[src/pip_pkg.sv]
// ----------------------------------------------------------------------------
// Point-in-polygon tester package
// Shared payload types, controller state and the command and status bundles.
// ----------------------------------------------------------------------------
package pip_pkg;

  localparam int unsigned COORD_W = 16;
  localparam int unsigned INDEX_W = 6;
  localparam int unsigned COUNT_W = 7;
  localparam int unsigned PROD_W  = 2 * (COORD_W + 1);

  localparam logic CMD_WRITE = 1'b0;
  localparam logic CMD_TEST  = 1'b1;

  typedef struct packed {
    logic                      command;
    logic [INDEX_W-1:0]        vertex_index;
    logic signed [COORD_W-1:0] coord_x;
    logic signed [COORD_W-1:0] coord_y;
  } pip_in_t;

  typedef struct packed {
    logic inside_res;
    logic was_test;
  } pip_out_t;

  typedef enum logic [2:0] {
    ST_IDLE,
    ST_WRITE,
    ST_PRIME,
    ST_WALK,
    ST_DRAIN,
    ST_FINISH
  } pip_state_t;

  typedef struct packed {
    logic load_item;
    logic write_vertex;
    logic issue_prime;
    logic issue_edge;
    logic load_result;
  } pip_cmd_t;

  typedef struct packed {
    logic count_zero;
    logic last_edge;
    logic pipe_empty;
    logic out_free;
  } pip_sts_t;

endpackage

[src/pip_ctrl.sv]
// ----------------------------------------------------------------------------
// Point-in-polygon tester controller
// Sequences vertex writes and the edge walk of a point test.
// ----------------------------------------------------------------------------
module pip_ctrl
  import pip_pkg::*;
(
  input  logic     clk,
  input  logic     rst_n,
  input  logic     in_valid,
  input  logic     in_command,
  output logic     in_ready,
  input  pip_sts_t sts,
  output pip_cmd_t cmd
);

  pip_state_t state_r;
  pip_state_t state_nxt;

  always_ff @(posedge clk) begin
    if (!rst_n) begin
      state_r <= ST_IDLE;
    end else begin
      state_r <= state_nxt;
    end
  end

  always_comb begin
    state_nxt = state_r;
    case (state_r)
      ST_IDLE: begin
        if (in_valid) begin
          if (in_command == CMD_WRITE) begin
            state_nxt = ST_WRITE;
          end else if (sts.count_zero) begin
            state_nxt = ST_FINISH;
          end else begin
            state_nxt = ST_PRIME;
          end
        end
      end
      ST_WRITE: begin
        state_nxt = ST_FINISH;
      end
      ST_PRIME: begin
        state_nxt = ST_WALK;
      end
      ST_WALK: begin
        if (sts.last_edge) begin
          state_nxt = ST_DRAIN;
        end
      end
      ST_DRAIN: begin
        if (sts.pipe_empty) begin
          state_nxt = ST_FINISH;
        end
      end
      ST_FINISH: begin
        if (sts.out_free) begin
          state_nxt = ST_IDLE;
        end
      end
      default: begin
        state_nxt = ST_IDLE;
      end
    endcase
  end

  always_comb begin
    cmd      = '0;
    in_ready = 1'b0;
    case (state_r)
      ST_IDLE: begin
        in_ready      = 1'b1;
        cmd.load_item = in_valid;
      end
      ST_WRITE: begin
        cmd.write_vertex = 1'b1;
      end
      ST_PRIME: begin
        cmd.issue_prime = 1'b1;
      end
      ST_WALK: begin
        cmd.issue_edge = 1'b1;
      end
      ST_FINISH: begin
        cmd.load_result = sts.out_free;
      end
      default: begin
        cmd = '0;
      end
    endcase
  end

endmodule

[src/pip_datapath.sv]
// ----------------------------------------------------------------------------
// Point-in-polygon tester datapath
// Vertex table, edge pipeline with crossing test, and the result register.
// ----------------------------------------------------------------------------
module pip_datapath
  import pip_pkg::*;
#(
  parameter int unsigned MAX_VERTICES = 64
)
(
  input  logic               clk,
  input  logic               rst_n,
  input  logic               cfg_we,
  input  logic [COUNT_W-1:0] cfg_wdata,
  input  pip_in_t            in_data,
  input  pip_cmd_t           cmd,
  output pip_sts_t           sts,
  output logic               out_valid,
  input  logic               out_ready,
  output pip_out_t           out_data
);

  localparam int unsigned AW = $clog2(MAX_VERTICES);
  localparam int unsigned CW = $clog2(MAX_VERTICES + 1);
  localparam int unsigned DW = COORD_W + 1;

  logic [COUNT_W-1:0]        vcount_r;
  pip_in_t                   item_r;
  logic [COORD_W-1:0]        mem_x [MAX_VERTICES];
  logic [COORD_W-1:0]        mem_y [MAX_VERTICES];
  logic signed [COORD_W-1:0] rd_x_r;
  logic signed [COORD_W-1:0] rd_y_r;
  logic                      rd_vld_r;
  logic                      rd_prime_r;
  logic signed [COORD_W-1:0] pv_x_r;
  logic signed [COORD_W-1:0] pv_y_r;
  logic [AW-1:0]             idx_r;
  logic signed [PROD_W-1:0]  lhs_r;
  logic signed [PROD_W-1:0]  rhs_r;
  logic                      span_r;
  logic                      dypos_r;
  logic                      s2_vld_r;
  logic                      inside_r;
  logic                      out_valid_r;
  pip_out_t                  out_data_r;

  logic [CW-1:0]             n_eff;
  logic [AW-1:0]             last_idx;
  logic [AW-1:0]             rd_addr;
  logic                      rd_en;
  logic                      wr_ok;
  logic [AW-1:0]             wr_addr;
  logic signed [DW-1:0]      d_x;
  logic signed [DW-1:0]      d_dy;
  logic signed [DW-1:0]      d_xe;
  logic signed [DW-1:0]      d_y;
  logic                      up_span;
  logic                      down_span;
  logic                      crossed;

  always_ff @(posedge clk) begin
    if (!rst_n) begin
      vcount_r <= '0;
    end else if (cfg_we) begin
      vcount_r <= cfg_wdata;
    end
  end

  always_comb begin
    if (32'(vcount_r) > 32'(MAX_VERTICES)) begin
      n_eff = CW'(MAX_VERTICES);
    end else begin
      n_eff = CW'(vcount_r);
    end
  end

  assign last_idx = AW'(n_eff - CW'(1));

  always_ff @(posedge clk) begin
    if (cmd.load_item) begin
      item_r <= in_data;
    end
  end

  assign wr_ok   = 32'(item_r.vertex_index) < 32'(MAX_VERTICES);
  assign wr_addr = AW'(item_r.vertex_index);
  assign rd_en   = cmd.issue_prime | cmd.issue_edge;
  assign rd_addr = cmd.issue_prime ? last_idx : idx_r;

  always_ff @(posedge clk) begin
    if (cmd.write_vertex && wr_ok) begin
      mem_x[wr_addr] <= item_r.coord_x;
      mem_y[wr_addr] <= item_r.coord_y;
    end
    if (rd_en) begin
      rd_x_r <= mem_x[rd_addr];
      rd_y_r <= mem_y[rd_addr];
    end
  end

  always_ff @(posedge clk) begin
    if (cmd.issue_prime) begin
      idx_r <= '0;
    end else if (cmd.issue_edge) begin
      idx_r <= idx_r + AW'(1);
    end
  end

  // The vertex just read is i; the one held from the previous read is j.
  assign d_x  = DW'(item_r.coord_x) - DW'(rd_x_r);
  assign d_dy = DW'(pv_y_r) - DW'(rd_y_r);
  assign d_xe = DW'(pv_x_r) - DW'(rd_x_r);
  assign d_y  = DW'(item_r.coord_y) - DW'(rd_y_r);

  assign up_span   = (rd_y_r <= item_r.coord_y) && (item_r.coord_y < pv_y_r);
  assign down_span = (pv_y_r <= item_r.coord_y) && (item_r.coord_y < rd_y_r);

  always_ff @(posedge clk) begin
    if (!rst_n) begin
      rd_vld_r <= 1'b0;
      s2_vld_r <= 1'b0;
    end else begin
      rd_vld_r <= rd_en;
      s2_vld_r <= rd_vld_r && !rd_prime_r;
    end
  end

  always_ff @(posedge clk) begin
    if (rd_en) begin
      rd_prime_r <= cmd.issue_prime;
    end
    if (rd_vld_r) begin
      pv_x_r <= rd_x_r;
      pv_y_r <= rd_y_r;
    end
    if (rd_vld_r && !rd_prime_r) begin
      lhs_r   <= d_x * d_dy;
      rhs_r   <= d_xe * d_y;
      span_r  <= up_span || down_span;
      dypos_r <= up_span;
    end
  end

  assign crossed = span_r && (dypos_r ? (lhs_r < rhs_r) : (lhs_r > rhs_r));

  always_ff @(posedge clk) begin
    if (cmd.load_item) begin
      inside_r <= 1'b0;
    end else if (s2_vld_r && crossed) begin
      inside_r <= ~inside_r;
    end
  end

  always_ff @(posedge clk) begin
    if (!rst_n) begin
      out_valid_r <= 1'b0;
    end else if (cmd.load_result) begin
      out_valid_r <= 1'b1;
    end else if (out_ready) begin
      out_valid_r <= 1'b0;
    end
  end

  always_ff @(posedge clk) begin
    if (cmd.load_result) begin
      out_data_r.was_test   <= item_r.command;
      out_data_r.inside_res <= (item_r.command == CMD_TEST) ? inside_r : 1'b0;
    end
  end

  assign out_valid = out_valid_r;
  assign out_data  = out_data_r;

  assign sts.count_zero = (n_eff == '0);
  assign sts.last_edge  = (idx_r == last_idx);
  assign sts.pipe_empty = !rd_vld_r && !s2_vld_r;
  assign sts.out_free   = !out_valid_r || out_ready;

endmodule

[src/point_in_polygon_tester_unit.sv]
// ----------------------------------------------------------------------------
// Point-in-polygon tester
// A vertex write passes through the write state; a test with no vertices in
// use goes straight to finish. A point test reads the last of the n vertices
// in use, then walks one edge per cycle through the single read port of the
// vertex table. One request is worked on at a time; a finished result waits
// in the output register while the next request is taken. Synchronous reset
// clears the vertex count and control state; the vertex table is not cleared.
// ----------------------------------------------------------------------------
module point_in_polygon_tester_unit
  import pip_pkg::*;
#(
  parameter int unsigned MAX_VERTICES = 64
)
(
  input  logic               clk,
  input  logic               rst_n,
  input  logic               cfg_we,
  input  logic [COUNT_W-1:0] cfg_wdata,
  input  logic               in_valid,
  output logic               in_ready,
  input  pip_in_t            in_data,
  output logic               out_valid,
  input  logic               out_ready,
  output pip_out_t           out_data
);

  pip_cmd_t cmd;
  pip_sts_t sts;

  pip_ctrl u_ctrl (
    .clk        (clk),
    .rst_n      (rst_n),
    .in_valid   (in_valid),
    .in_command (in_data.command),
    .in_ready   (in_ready),
    .sts        (sts),
    .cmd        (cmd)
  );

  pip_datapath #(
    .MAX_VERTICES (MAX_VERTICES)
  ) u_datapath (
    .clk       (clk),
    .rst_n     (rst_n),
    .cfg_we    (cfg_we),
    .cfg_wdata (cfg_wdata),
    .in_data   (in_data),
    .cmd       (cmd),
    .sts       (sts),
    .out_valid (out_valid),
    .out_ready (out_ready),
    .out_data  (out_data)
  );

endmodule
[config.mk]
export PLATFORM = sky130hd
export DESIGN_NAME = point_in_polygon_tester_unit
export DESIGN_NICKNAME = d
export VERILOG_FILES = /design/src/pip_pkg.sv /design/src/pip_ctrl.sv /design/src/pip_datapath.sv /design/src/point_in_polygon_tester_unit.sv
export SDC_FILE = /design/constraint.sdc
export NUM_CORES = 2
export LEC_CHECK = 0
export BUFFER_PORTS_ARGS = -buffer_cell sky130_fd_sc_hd__buf_4
export CELL_PAD_IN_SITES_DETAIL_PLACEMENT = 0
export CELL_PAD_IN_SITES_GLOBAL_PLACEMENT = 2
export CORE_ASPECT_RATIO = 0.75
export CORE_MARGIN = 5
export CORE_UTILIZATION = 50
export DETAILED_ROUTE_END_ITERATION = 12
export PLACE_DENSITY_LB_ADDON = 0.1
export SETUP_SLACK_MARGIN = 0.3
export SLEW_MARGIN = 20
export SYNTH_ARGS = -nofsm -noshare
export SYNTH_HDL_FRONTEND = slang
export SYNTH_SLANG_ARGS = --single-unit
[constraint.sdc]
create_clock -name clk -period 18.3 [get_ports clk]
set_clock_uncertainty 0.2 [all_clocks]
set_input_delay 2.745 -clock clk [delete_from_list [all_inputs] [get_ports clk]]
set_output_delay 2.745 -clock clk [all_outputs]
set_load 0.005 [all_outputs]
==> impl_summary.log <==
INFO  metric status = finished, final reports clean
INFO  metric avgRoutedWirePerCell = 29.9 um
INFO  metric post_cts_resize_count = 0
INFO  metric grt_antenna_before_repair = 17
INFO  metric worst_hold_path_type = flip-flop to flip-flop
INFO  metric proportion_of_synthesized_chip_area_in_sequential_cells = 0.605
INFO  metric ys_warn_count = 0
INFO  metric floorplan.die.height = 418 um
INFO  metric area_growth_syn_to_layout = 10.6%
INFO  metric first_global_vias = 60882
INFO  metric chipWidth = 554 um
INFO  metric r2r_start = u_datapath.item_r[16]
INFO  metric globalRouteOverflowTotal = 0
INFO  metric routed_via_density = 5.96
INFO  metric synth-edff-count = 2224
INFO  metric syn_area_per_cell = 16.6 um2
INFO  metric grt_resource_usage_total = 0.261
INFO  metric timing_worst_slew_pin_value = 1.24 ns
INFO  metric ctsRootBufferMaster = sky130_fd_sc_hd__clkbuf_16
INFO  metric worstSetupEndpointType = flip-flop
INFO  metric grt_first_pass_wirelength = 436 mm
INFO  metric timing.final.crit_share = 0.542
INFO  metric synth-seq-cells = 2244
INFO  metric drt_pass1_iterations = 5
INFO  metric worst-setup-path-type = flip-flop to flip-flop
INFO  metric grt_max_degree = 135
INFO  metric vias = 59548
INFO  metric postCtsSetupBuffers = 0
INFO  metric worst_hold_launch = u_datapath.rd_x_r[1]
INFO  metric boundary_pins = 55
INFO  metric cts.path.max_buffers = 4
INFO  metric mappedNetlistArea = 111000 um2
INFO  metric timing.critical_path.from = u_datapath.item_r[16]
INFO  metric final-setup-viol-count = 0
INFO  metric final.fill_count = 17244
INFO  metric tritoncts = built
INFO  metric most_frequent_cells_in_the_layout = 2224 x sky130_fd_sc_hd__edfxtp_1, 714 x sky130_fd_sc_hd__inv_1, 596 x sky130_fd_sc_hd__fa_1
INFO  metric synth_cell_types = 71
INFO  metric floorplan.core_area = 220000 um2
INFO  metric cts-hold-fix-buffers = 0
INFO  metric detailed_place_hpwl = 186 mm
INFO  metric start_util = 0.504
INFO  metric critical_path.max_fanout = 65
INFO  metric yosys_most_used_dff = sky130_fd_sc_hd__edfxtp_1
INFO  metric maxSlewViolCount = 0
INFO  metric multi_input_gate_area = 40600 um2
INFO  metric timing.setup.tns = 0 ns
INFO  metric drc = 0
INFO  metric holdWs = 0.252 ns
INFO  metric critPathLaunchType = flip-flop
INFO  metric timing.fmax = 101 MHz
INFO  metric stdcell_area = 123000 um2
INFO  metric final-hold-violation-count = 0
INFO  metric drive_above_1_share = 0.175
INFO  metric cts_made_buffers = 217
INFO  metric drv.max_cap_violation_count = 0
INFO  metric io_buffers = 54
INFO  metric async_reset_ff_frac = 0
INFO  metric layout.cells.most_common = sky130_fd_sc_hd__edfxtp_1
INFO  metric sequential_standard_cell_area = 67200 um2
INFO  metric min_period = 9.91 ns
INFO  metric grt_setup_unrepaired = false
INFO  metric cts_num_sinks = 2244
INFO  metric gp_routability_congestion = 0.888
INFO  metric detail-route-antenna-nets = 0
INFO  metric clock_insertion_delay_worst_skew = 0.87 ns
INFO  metric clkTransAtPathRegs = 0.06 ns
INFO  metric timing.critical_path.arrival = 10.31 ns
INFO  metric cp_data_required_time = 18.70 ns
INFO  metric syn-instance-count = 6680
INFO  metric drt-initial-drc-count = 6696
INFO  metric num-nets-final = 7817
INFO  metric routed_wire_length = 298 mm
INFO  metric synth.net_count = 7613
INFO  metric core.rowCount = 149
INFO  metric dpl-instance-area = 116000 um2
INFO  metric die_area = 232000 um2
INFO  metric worst_slew_margin_rel = 0.171
INFO  metric cts.htree.levels = 4
synth_stat cells (all sizes together), types with 68 or more instances:
library cell  instances  area share
nand2               369       0.012
a211oi               79      0.0053
ha                  286       0.032
a21oi               149      0.0067
mux2                 68      0.0069
buf                 132      0.0069
xnor2               100      0.0079
nor2                351       0.012
clkbuf              133      0.0045
nor2b               127      0.0072
inv                 715       0.024
mux2i               205       0.018
fa                  596        0.11
edfxtp             2224        0.60
mux4                512        0.10
cell families (layout without fill, tap and decap cells):
logic type	count (synthesis)	after routing	share of synthesized area
fa+ha+maj	882	882	0.140
xor+xnor	151	151	0.0119
buf+inv	980	1343	0.0356
simple gates	1105	1105	0.0456
flops	2244	2244	0.605
compound gates	533	533	0.0324
mux	785	785	0.129
other cells	0	4	0
worst paths after layout:
check,slack [ns],to,cells after the start
worst max register to register,8.39,u_datapath.lhs_r[33],27
worst min register to register,0.25,u_datapath.pv_x_r[1],0
worst min-delay path,0.25,u_datapath.pv_x_r[1],0
worst max-delay path,8.39,u_datapath.lhs_r[33],27
worst max-delay path, stage by stage, from the launching register on:
cell	delay, ns
sky130_fd_sc_hd__edfxtp_1	0.32
sky130_fd_sc_hd__buf_4	0.53
sky130_fd_sc_hd__inv_1	0.17
sky130_fd_sc_hd__ha_1	0.24
sky130_fd_sc_hd__inv_1	0.07
sky130_fd_sc_hd__fa_1	0.23
sky130_fd_sc_hd__a21o_1	0.16
sky130_fd_sc_hd__a21boi_0	0.15
sky130_fd_sc_hd__o211ai_1	0.33
sky130_fd_sc_hd__o2111ai_1	0.20
sky130_fd_sc_hd__a21oi_1	0.24
sky130_fd_sc_hd__o21ai_0	0.15
sky130_fd_sc_hd__a31oi_1	0.95
sky130_fd_sc_hd__nor2_1	0.23
sky130_fd_sc_hd__fa_1	0.67
sky130_fd_sc_hd__fa_1	0.84
sky130_fd_sc_hd__fa_1	0.51
sky130_fd_sc_hd__fa_1	0.57
sky130_fd_sc_hd__fa_1	0.43
sky130_fd_sc_hd__fa_1	0.44
sky130_fd_sc_hd__ha_1	0.38
sky130_fd_sc_hd__a21o_1	0.19
sky130_fd_sc_hd__a21oi_1	0.25
sky130_fd_sc_hd__nand3_1	0.11
sky130_fd_sc_hd__a211oi_1	0.59
sky130_fd_sc_hd__o31ai_1	0.18
sky130_fd_sc_hd__a21oi_1	0.20
sky130_fd_sc_hd__xnor2_1	0.10
sequential cells by signal (all words and copies together) (netlist names), 7 cells and up:
signal and flops:
u_datapath.mem_x 1024, u_datapath.mem_y 1024, u_datapath.lhs_r 34, u_datapath.rhs_r 34
u_datapath.item_r 33, u_datapath.pv_x_r 16, u_datapath.pv_y_r 16, u_datapath.rd_x_r 16
u_datapath.rd_y_r 16, u_datapath.vcount_r 7
layout make-up:
type / count / area share
multi-input cells: 3456 / 0.331
clock buffers: 271 / 0.0461
well taps: 2944 / 0.0300
diodes: 4 / 0.0000816
inverters: 715 / 0.0219
flip-flops and latches: 2244 / 0.548
repair buffers: 250 / 0.0160
clock inverters: 107 / 0.00787
metal layers:
| metal | vias up | track usage | routed length [um] | part of all wire |
|---|---|---|---|---|
| met1 | 31802 | 0.407 | 134000 | 0.45 |
| met5 | - | 0 | 0 | 0 |
| li1 | 25175 | - | - | - |
| met2 | 2290 | 0.381 | 130000 | 0.44 |
| met3 | 281 | 0.0622 | 28900 | 0.097 |
| met4 | 0 | 0.0445 | 5120 | 0.017 |
per-stage QoR:
stage | utilization | cells | worst slack [ns]
floorplan | - | 6680 | 9.42
global placement | 0.526 | 9607 | 8.62
detailed placement | 0.526 | 9607 | 8.49
CTS | 0.556 | 9985 | 8.47
global route | 0.557 | 9987 | 7.79
finish | 0.557 | 9991 | 8.39
Power is left out: the tool's default activity adds up to more than one toggle a clock period on the data nets, which glitch-free logic cannot reach.
